<file path="src/design/dual_stepper_phase_sequencer_assert.svh">
// assertion macros for the dual stepper phase sequencer
// no dependencies; included by the top level, which checks its own logic
`ifndef DUAL_STEPPER_PHASE_SEQUENCER_ASSERT_SVH
`define DUAL_STEPPER_PHASE_SEQUENCER_ASSERT_SVH

// same-cycle implication, ignored while in reset
`define DSPS_ASSERT_NOW(label, clk, rst_n, ante, cons) \
    label: assert property (@(posedge clk) disable iff (!rst_n) (ante) |-> (cons)) \
        else $error("dsps check failed");

// next-cycle implication, ignored while in reset
`define DSPS_ASSERT_NEXT(label, clk, rst_n, ante, cons) \
    label: assert property (@(posedge clk) disable iff (!rst_n) (ante) |=> (cons)) \
        else $error("dsps check failed");

`endif

</file>
<file path="src/design/dsps_pkg.sv">
// shared types, codes and tables of the dual stepper phase sequencer
// no dependencies; imported by dsps_motor and the top level
package dsps_pkg;

    localparam int SINE_STEPS = 32;
    localparam int PHASE_W    = 5;
    localparam int TIME_W     = 32;
    localparam int PWM_W      = 8;
    localparam int COILS_W    = 4;
    localparam int CFG_IDX_W  = 3;
    localparam int CFG_DATA_W = 32;

    typedef enum logic [1:0] {
        KIND_TICK      = 2'd0,
        KIND_CLR_COUNT = 2'd1,
        KIND_CLR_PHASE = 2'd2,
        KIND_RESTART   = 2'd3
    } kind_t;

    // step mode codes; code 3 behaves as microstep
    localparam logic [1:0] STEP_FULL  = 2'd0;
    localparam logic [1:0] STEP_HALF  = 2'd1;
    localparam logic [1:0] STEP_MICRO = 2'd2;

    // register indexes
    localparam logic [CFG_IDX_W-1:0] REG_LEFT_PERIOD  = 3'd0;
    localparam logic [CFG_IDX_W-1:0] REG_RIGHT_PERIOD = 3'd1;
    localparam logic [CFG_IDX_W-1:0] REG_LEFT_DIR     = 3'd2;
    localparam logic [CFG_IDX_W-1:0] REG_RIGHT_DIR    = 3'd3;
    localparam logic [CFG_IDX_W-1:0] REG_HOLD_MODE    = 3'd4;
    localparam logic [CFG_IDX_W-1:0] REG_STEP_MODE    = 3'd5;

    localparam logic [PHASE_W-1:0] QUARTER_TURN = PHASE_W'(SINE_STEPS / 4);

    localparam logic [PWM_W-1:0] SINE_LUT [SINE_STEPS] = '{
        8'd128, 8'd152, 8'd176, 8'd198, 8'd218, 8'd234, 8'd245, 8'd253,
        8'd255, 8'd253, 8'd245, 8'd234, 8'd218, 8'd198, 8'd176, 8'd152,
        8'd128, 8'd103, 8'd79,  8'd57,  8'd37,  8'd21,  8'd10,  8'd2,
        8'd0,   8'd2,   8'd10,  8'd21,  8'd37,  8'd57,  8'd79,  8'd103
    };

    // coil bits: bit0 A+, bit1 A-, bit2 B+, bit3 B-
    localparam logic [COILS_W-1:0] FULL_LUT [4] = '{4'h5, 4'h6, 4'hA, 4'h9};
    localparam logic [COILS_W-1:0] HALF_LUT [8] = '{
        4'h5, 4'h4, 4'h6, 4'h2, 4'hA, 4'h8, 4'h9, 4'h1
    };

    typedef struct packed {
        logic       load;       // item transfer this cycle
        logic       drive;      // tick item with brake hold
        logic       clr_phase;  // clear phase index
        logic       restart;    // clear phase and restart step timer
        logic [1:0] mode;       // step mode code
    } dsps_ctl_t;

endpackage

</file>
<file path="src/design/dsps_motor.sv">
// one motor channel: phase index, step timer and coil pattern
// depends on dsps_pkg
module dsps_motor
    import dsps_pkg::*;
(
    input  logic                  clk,
    input  logic                  rst_n,
    input  dsps_ctl_t             ctl,
    input  logic [TIME_W-1:0]     period,
    input  logic [1:0]            direction,
    input  logic [PWM_W-1:0]      pwm,
    input  logic [TIME_W-1:0]     now,
    output logic [COILS_W-1:0]    coils,
    output logic [PHASE_W-1:0]    phase_next,
    output logic                  step
);

    logic [PHASE_W-1:0] phase_reg;
    logic [TIME_W-1:0]  last_time_reg;
    logic [TIME_W-1:0]  last_time_next;
    logic [TIME_W-1:0]  elapsed;
    logic [PHASE_W-1:0] mask;
    logic [PHASE_W-1:0] idx;
    logic [PHASE_W-1:0] phase_adv;
    logic [PWM_W-1:0]   va;
    logic [PWM_W-1:0]   vb;
    logic [COILS_W-1:0] pattern;

    always_comb
    begin
        unique case (ctl.mode)
            STEP_FULL: mask = PHASE_W'(3);
            STEP_HALF: mask = PHASE_W'(7);
            default:   mask = PHASE_W'(SINE_STEPS - 1);
        endcase
    end

    assign idx       = phase_reg & mask;
    assign elapsed   = now - last_time_reg;
    assign step      = ctl.drive && (elapsed >= period);
    assign phase_adv = (phase_reg + {{(PHASE_W-2){direction[1]}}, direction}) & mask;

    // coil pattern from the phase before it advances
    assign va = SINE_LUT[idx];
    assign vb = SINE_LUT[idx + QUARTER_TURN];

    always_comb
    begin
        unique case (ctl.mode)
            STEP_FULL: pattern = FULL_LUT[idx[1:0]];
            STEP_HALF: pattern = HALF_LUT[idx[2:0]];
            default:   pattern = {pwm < ~vb, pwm < vb, pwm < ~va, pwm < va};
        endcase
    end

    assign coils = ctl.drive ? pattern : '0;

    always_comb
    begin
        phase_next     = phase_reg;
        last_time_next = last_time_reg;
        if (ctl.restart)
        begin
            phase_next     = '0;
            last_time_next = now;
        end
        else if (ctl.clr_phase)
        begin
            phase_next = '0;
        end
        else if (step)
        begin
            phase_next     = phase_adv;
            last_time_next = now;
        end
    end

    always_ff @(posedge clk or negedge rst_n)
    begin
        if (!rst_n)
        begin
            phase_reg     <= '0;
            last_time_reg <= '0;
        end
        else if (ctl.load)
        begin
            phase_reg     <= phase_next;
            last_time_reg <= last_time_next;
        end
    end

endmodule

</file>
<file path="src/design/dual_stepper_phase_sequencer.sv">
// Dual stepper phase sequencer: drives two four-input stepper bridges.
// Input stream s_*: one item per transfer; tuser carries the item kind
// (tick, clear step counts, clear phases, restart all), tdata the PWM
// counter and timer value. Output stream m_*: one result per item with both
// coil patterns, both phase indexes and the halved sum of the step counts.
// A result is registered and presented in the cycle after its input
// transfer. One item per cycle is taken while the receiver keeps up; the
// state update and the result are formed in the same cycle the item is
// taken, straight into the output register.
// When the receiver stalls with a result waiting, s_tready drops until that
// result is taken; nothing is lost or repeated.
// Registers are written via cfg_wr_en / cfg_index / cfg_data, by the user only
// while the stream is idle (not enforced); a zero period is stored as one.
// Reset: phases, step timers and step counts clear, periods return to 500,
// directions to +1 (left) and -1 (right), brake hold and microstep mode.
// Depends on dsps_pkg, dsps_motor and the assertion macro header.
`include "dual_stepper_phase_sequencer_assert.svh"

module dual_stepper_phase_sequencer
    import dsps_pkg::*;
(
    input  logic                  clk,
    input  logic                  rst_n,
    // input stream
    input  logic                  s_tvalid,
    output logic                  s_tready,
    input  logic [39:0]           s_tdata,   // pwm_phase[7:0], tick_time[39:8]
    input  logic [1:0]            s_tuser,   // kind[1:0]
    // output stream
    output logic                  m_tvalid,
    input  logic                  m_tready,
    // left_coils[3:0], right_coils[7:4], left_phase[12:8],
    // right_phase[17:13], executed_steps[48:18], zero fill[55:49]
    output logic [55:0]           m_tdata,
    // register writes
    input  logic                  cfg_wr_en,
    input  logic [CFG_IDX_W-1:0]  cfg_index,
    input  logic [CFG_DATA_W-1:0] cfg_data
);

    logic [TIME_W-1:0] left_period_reg;
    logic [TIME_W-1:0] right_period_reg;
    logic [1:0]        left_dir_reg;
    logic [1:0]        right_dir_reg;
    logic              hold_mode_reg;
    logic [1:0]        step_mode_reg;

    logic [TIME_W-1:0] total_steps_reg;
    logic [TIME_W-1:0] total_steps_next;
    logic              m_tvalid_reg;
    logic [55:0]       m_tdata_reg;
    logic [55:0]       m_tdata_next;

    logic              accept;
    kind_t             kind;
    logic [PWM_W-1:0]  pwm;
    logic [TIME_W-1:0] now;
    dsps_ctl_t         ctl;
    logic [TIME_W-1:0] cfg_period;
    logic [1:0]        cfg_dir;

    logic [COILS_W-1:0] left_coils;
    logic [COILS_W-1:0] right_coils;
    logic [PHASE_W-1:0] left_phase;
    logic [PHASE_W-1:0] right_phase;
    logic               left_step;
    logic               right_step;

    assign kind     = kind_t'(s_tuser);
    assign pwm      = s_tdata[7:0];
    assign now      = s_tdata[39:8];
    assign s_tready = !m_tvalid_reg || m_tready;
    assign accept   = s_tvalid && s_tready;

    always_comb
    begin
        ctl.load      = accept;
        ctl.drive     = (kind == KIND_TICK) && hold_mode_reg;
        ctl.clr_phase = (kind == KIND_CLR_PHASE) || (kind == KIND_RESTART);
        ctl.restart   = (kind == KIND_RESTART);
        ctl.mode      = step_mode_reg;
    end

    dsps_motor u_left (
        .clk        (clk),
        .rst_n      (rst_n),
        .ctl        (ctl),
        .period     (left_period_reg),
        .direction  (left_dir_reg),
        .pwm        (pwm),
        .now        (now),
        .coils      (left_coils),
        .phase_next (left_phase),
        .step       (left_step)
    );

    dsps_motor u_right (
        .clk        (clk),
        .rst_n      (rst_n),
        .ctl        (ctl),
        .period     (right_period_reg),
        .direction  (right_dir_reg),
        .pwm        (pwm),
        .now        (now),
        .coils      (right_coils),
        .phase_next (right_phase),
        .step       (right_step)
    );

    // only the sum of both step counts is ever observed
    always_comb
    begin
        if ((kind == KIND_CLR_COUNT) || (kind == KIND_RESTART))
            total_steps_next = '0;
        else
            total_steps_next = total_steps_reg + TIME_W'(left_step) + TIME_W'(right_step);
    end

    assign m_tdata_next = {7'd0, total_steps_next[TIME_W-1:1], right_phase, left_phase,
                           right_coils, left_coils};

    // config decode
    assign cfg_period = (cfg_data == '0) ? TIME_W'(1) : cfg_data;

    always_comb
    begin
        unique case (cfg_data[1:0])
            2'b00:   cfg_dir = 2'b00;
            2'b01:   cfg_dir = 2'b01;
            default: cfg_dir = 2'b11;
        endcase
    end

    always_ff @(posedge clk or negedge rst_n)
    begin
        if (!rst_n)
        begin
            left_period_reg  <= TIME_W'(500);
            right_period_reg <= TIME_W'(500);
            left_dir_reg     <= 2'b01;
            right_dir_reg    <= 2'b11;
            hold_mode_reg    <= 1'b1;
            step_mode_reg    <= STEP_MICRO;
        end
        else if (cfg_wr_en)
        begin
            unique case (cfg_index)
                REG_LEFT_PERIOD:  left_period_reg  <= cfg_period;
                REG_RIGHT_PERIOD: right_period_reg <= cfg_period;
                REG_LEFT_DIR:     left_dir_reg     <= cfg_dir;
                REG_RIGHT_DIR:    right_dir_reg    <= cfg_dir;
                REG_HOLD_MODE:    hold_mode_reg    <= cfg_data[0];
                REG_STEP_MODE:    step_mode_reg    <= cfg_data[1:0];
                default:          ;
            endcase
        end
    end

    always_ff @(posedge clk or negedge rst_n)
    begin
        if (!rst_n)
        begin
            total_steps_reg <= '0;
            m_tvalid_reg    <= 1'b0;
        end
        else
        begin
            if (accept)
            begin
                total_steps_reg <= total_steps_next;
                m_tvalid_reg    <= 1'b1;
            end
            else if (m_tready)
            begin
                m_tvalid_reg <= 1'b0;
            end
        end
    end

    always_ff @(posedge clk)
    begin
        if (accept)
            m_tdata_reg <= m_tdata_next;
    end

    assign m_tvalid = m_tvalid_reg;
    assign m_tdata  = m_tdata_reg;

    `DSPS_ASSERT_NOW(a_no_take_when_blocked, clk, rst_n, m_tvalid && !m_tready, !s_tready)
    `DSPS_ASSERT_NEXT(a_result_follows, clk, rst_n, accept, m_tvalid)
    `DSPS_ASSERT_NEXT(a_idle_coils_low, clk, rst_n, accept && !ctl.drive, m_tdata[7:0] == 8'd0)
    `DSPS_ASSERT_NOW(a_period_nonzero, clk, rst_n, 1'b1,
        (left_period_reg != '0) && (right_period_reg != '0))

endmodule
</file>
<file path="config.mk">
export PLATFORM = sky130hd
export DESIGN_NAME = dual_stepper_phase_sequencer
export DESIGN_NICKNAME = d
export VERILOG_FILES = /design/src/design/dsps_pkg.sv /design/src/design/dsps_motor.sv /design/src/design/dual_stepper_phase_sequencer.sv
export VERILOG_INCLUDE_DIRS = /design/src /design/src/design
export SDC_FILE = /design/constraint.sdc
export NUM_CORES = 1
export LEC_CHECK = 0
export ABC_CLOCK_PERIOD_IN_PS = 5600
export BUFFER_PORTS_ARGS = -buffer_cell sky130_fd_sc_hd__buf_2
export CAP_MARGIN = 20
export CELL_PAD_IN_SITES_DETAIL_PLACEMENT = 1
export CELL_PAD_IN_SITES_GLOBAL_PLACEMENT = 1
export CORE_MARGIN = 2
export CORE_UTILIZATION = 43
export DETAILED_ROUTE_END_ITERATION = 16
export GPL_TIMING_DRIVEN = 0
export PLACE_DENSITY = 0.82
export SLEW_MARGIN = 20
export SYNTH_ARGS = -nofsm -noshare
export SYNTH_HDL_FRONTEND = slang
export SYNTH_SLANG_ARGS = --single-unit
</file>
<file path="constraint.sdc">
create_clock -name clk -period 5.6 [get_ports clk]
set_clock_uncertainty 0.15 [all_clocks]
set_input_delay 1.12 -clock clk [delete_from_list [all_inputs] [get_ports clk]]
set_output_delay 1.12 -clock clk [all_outputs]
set_load 0.02 [all_outputs]
</file>
==> out/metrics.yaml <==
p_per_area_nw_per_um2: 494
route.vias.total: 15600
path_max_fanout: 3
reg2reg_slack_ns: -0.84
die-area_um2: 41800
largest_register_ff_count: 49
r2r_cells: 29
gp_congestion: 0.871
grt.overflow.total: 0
grt_use_met3: 0.0318
synth_edf_count: 49
setup_viol: 137
first_pass_iters: 4
timing.rr.start: "u_right.last_time_reg[0]$_DFFE_PN0P_"
yosysTopAreaCell: "dfrtp_1"
grt_pass1_vias: 16900
rsz0062_at_grt: "true"
end_kind: "flop"
hold_buffers: 0
use_met1: 0.334
ys_async_sr_fraction: 0.784
routed_via_density: 5.71
synth_flop_cell: "dfrtp_1"
dieWidth_um: 205
grt-busiest-layer: "met2"
initial_core_util: 0.435
leakagePower_uw: 0.00971
synth_cell_type_count: 82
cp.arrival_ns: 6.90
core_um2: 39700
ys_top_cells_by_count: "nand2_1 (241), ha_1 (205), inv_1 (189)"
synthTopCellsByArea: "dfrtp_1 (23%), ha_1 (15%), edfxtp_1 (8.5%)"
clk_pin_slew_ns: 0.06
routed_wl_mm: 56.9
grt_use_total: 0.270
yosys_warnings: 0
worstMarginPinSlew_ns: 1.13
hp-class: "in2async"
grt_max_degree: 89
clk_latency_ns: 0.59
drv_cap: 0
final_nets: 2483
crit_path_top_delay_cell: "or3_4"
status: "complete, but fails checks"
wl_per_cell_um: 20.8
first_iter_violations: 764
syn_area_per_cell_um2: 8.77
slew_headroom: 0.230
drv_slew: 0
cts_made_buffers: 29
cts_sinks: 227
max_stage_delay_ns: 0.48
drc: 0
vdd_drop_max_uv: 339
finalHoldViolCount: 0
timing.fmax_ghz: 0.148
pin_count: 140
area_growth_syn_to_layout_pct: 22.3
cp.required_ns: 5.75
start_kind: "primary input"
grt_pass1_wl_mm: 90.0
post-route-period-util: 1.21
synth_top_area_frac: 0.233
failed_checks: "negative setup slack"
fp.dieH_um: 205
final_antenna_net_count: 0
final_util: 0.532
root_buffer: "clkbuf_16"
fin_crit_ns: 6.75
clockBufferDepth: 3
io_buffer_count: 131
fin_ws_ns: -1.15
drive_gt1_frac: 0.210
htreeDepth: 1
synth-seq-area-share: 0.344
synth.most_common_cell: "nand2_1"
ys_seq_elements: 227
cts_tree: "yes"
synthesis.area_um2: 17300
crit_type: "in2reg"
hpwl_mm: 41.1
r2r_end: "m_tdata[44]$_DFFE_PP_"
grt_antenna_before_repair: 2
row_count: 73
postSynthCellCount: 1972
use_met2: 0.480
fin_setup_tns_ns: -81.36
-- cell usage in the layout (no fill, tap or decap), drive strengths merged, types with 22 or more instances in the layout --
cell type	instances
nand2	241
ha	205
buf	201
inv	191
dfrtp	161
o21ai	153
nor2	136
a21oi	123
clkbuf	108
mux2	74
xnor2	58
a21o	54
edfxtp	49
xor2	41
nand3	39
nor3	28
nand4	27
nand2b	24
o21a	22
-- kinds of logic (layout without fill, tap and decap cells) --
group,count (synthesis),in the layout,share of synthesized area
AOI/OAI and AO/OA,494,494,0.181
xor gates and xnor gates,99,99,0.0502
adders and majority gates,210,210,0.154
buffers and inverters,278,513,0.0624
DFF,227,227,0.344
muxes,89,89,0.0569
other,1,9,0.000217
and+or+nand+nor,574,574,0.151
-- worst max-delay path by stage --
stage                from                               to  slack, ns
3_5_place_dp   s_tdata[8]            m_tdata[44]$_DFFE_PP_      -2.84
3_3_place_gp   s_tdata[8]            m_tdata[44]$_DFFE_PP_      -2.61
2_1_floorplan  s_tdata[8]            m_tdata[44]$_DFFE_PP_      -0.89
5_1_grt        s_tdata[8]  total_steps_reg[27]$_DFFE_PN0P_      -1.34
6_report       s_tdata[8]            m_tdata[44]$_DFFE_PP_      -1.15
4_1_cts        s_tdata[8]            m_tdata[44]$_DFFE_PP_      -1.05
-- timing repair --
item                                    4_1_cts  5_1_grt
cloned                                        4        0
setup buffers                                35       12
gates resized for setup                     115       49
endpoints found under the setup margin      147      147
pin swaps                                    50       40
-- layout make-up --
class | instances | area [µm²]
Clock inverter | 11 | 110
Inverter | 192 | 733
Timing Repair Buffer | 184 | 1290
Antenna cell | 2 | 5.00
Buffer | 84 | 399
Tap cell | 525 | 657
Sequential cell | 227 | 5950
Clock buffer | 42 | 876
Multi-Input combinational cell | 1473 | 11100
Fill cell | 4630 | 18600
-- through the flow --
stage | setup WS (ns) | area, µm² | hold WS, ns | total power [µW] | instances
after floorplan | -0.890 | 17500 | 0.312 | 6240 | 1978
after detailed placement | -2.84 | 18900 | 0.344 | 7770 | 2638
after global routing | -1.34 | 21100 | 0.176 | 11200 | 2740
final | -1.15 | 21100 | 0.191 | 10400 | 2740
after global placement | -2.61 | 18800 | 0.331 | 7450 | 2634
after CTS | -1.05 | 20900 | 0.169 | 10300 | 2728
-- power by group --
group / total, µW / leakage (µW) / switching (µW) / internal (µW)
clock network: 1940 / 0.000490 / 772 / 1170
registers: 2310 / 0.00266 / 221 / 2090
logic: 6190 / 0.00656 / 3530 / 2670
total: 10400 / 0.00971 / 4520 / 5930
-- per-layer routing --
layer	part of all wire	vias up
met5	0	-
met4	0.040	0
met3	0.042	124
met2	0.50	357
met1	0.42	7824
li1	-	7330
-- worst max-delay path: cells and delay by family --
kind	cells	cell delay, ns
adder cells (fa/ha/maj)	4	1.04
XOR/XNOR	2	0.36
AND/OR/NAND/NOR	13	2.07
buffers and inverters	4	0.33
AO/OA/AOI/OAI	8	1.96
Power figures use the tool's default switching activity.
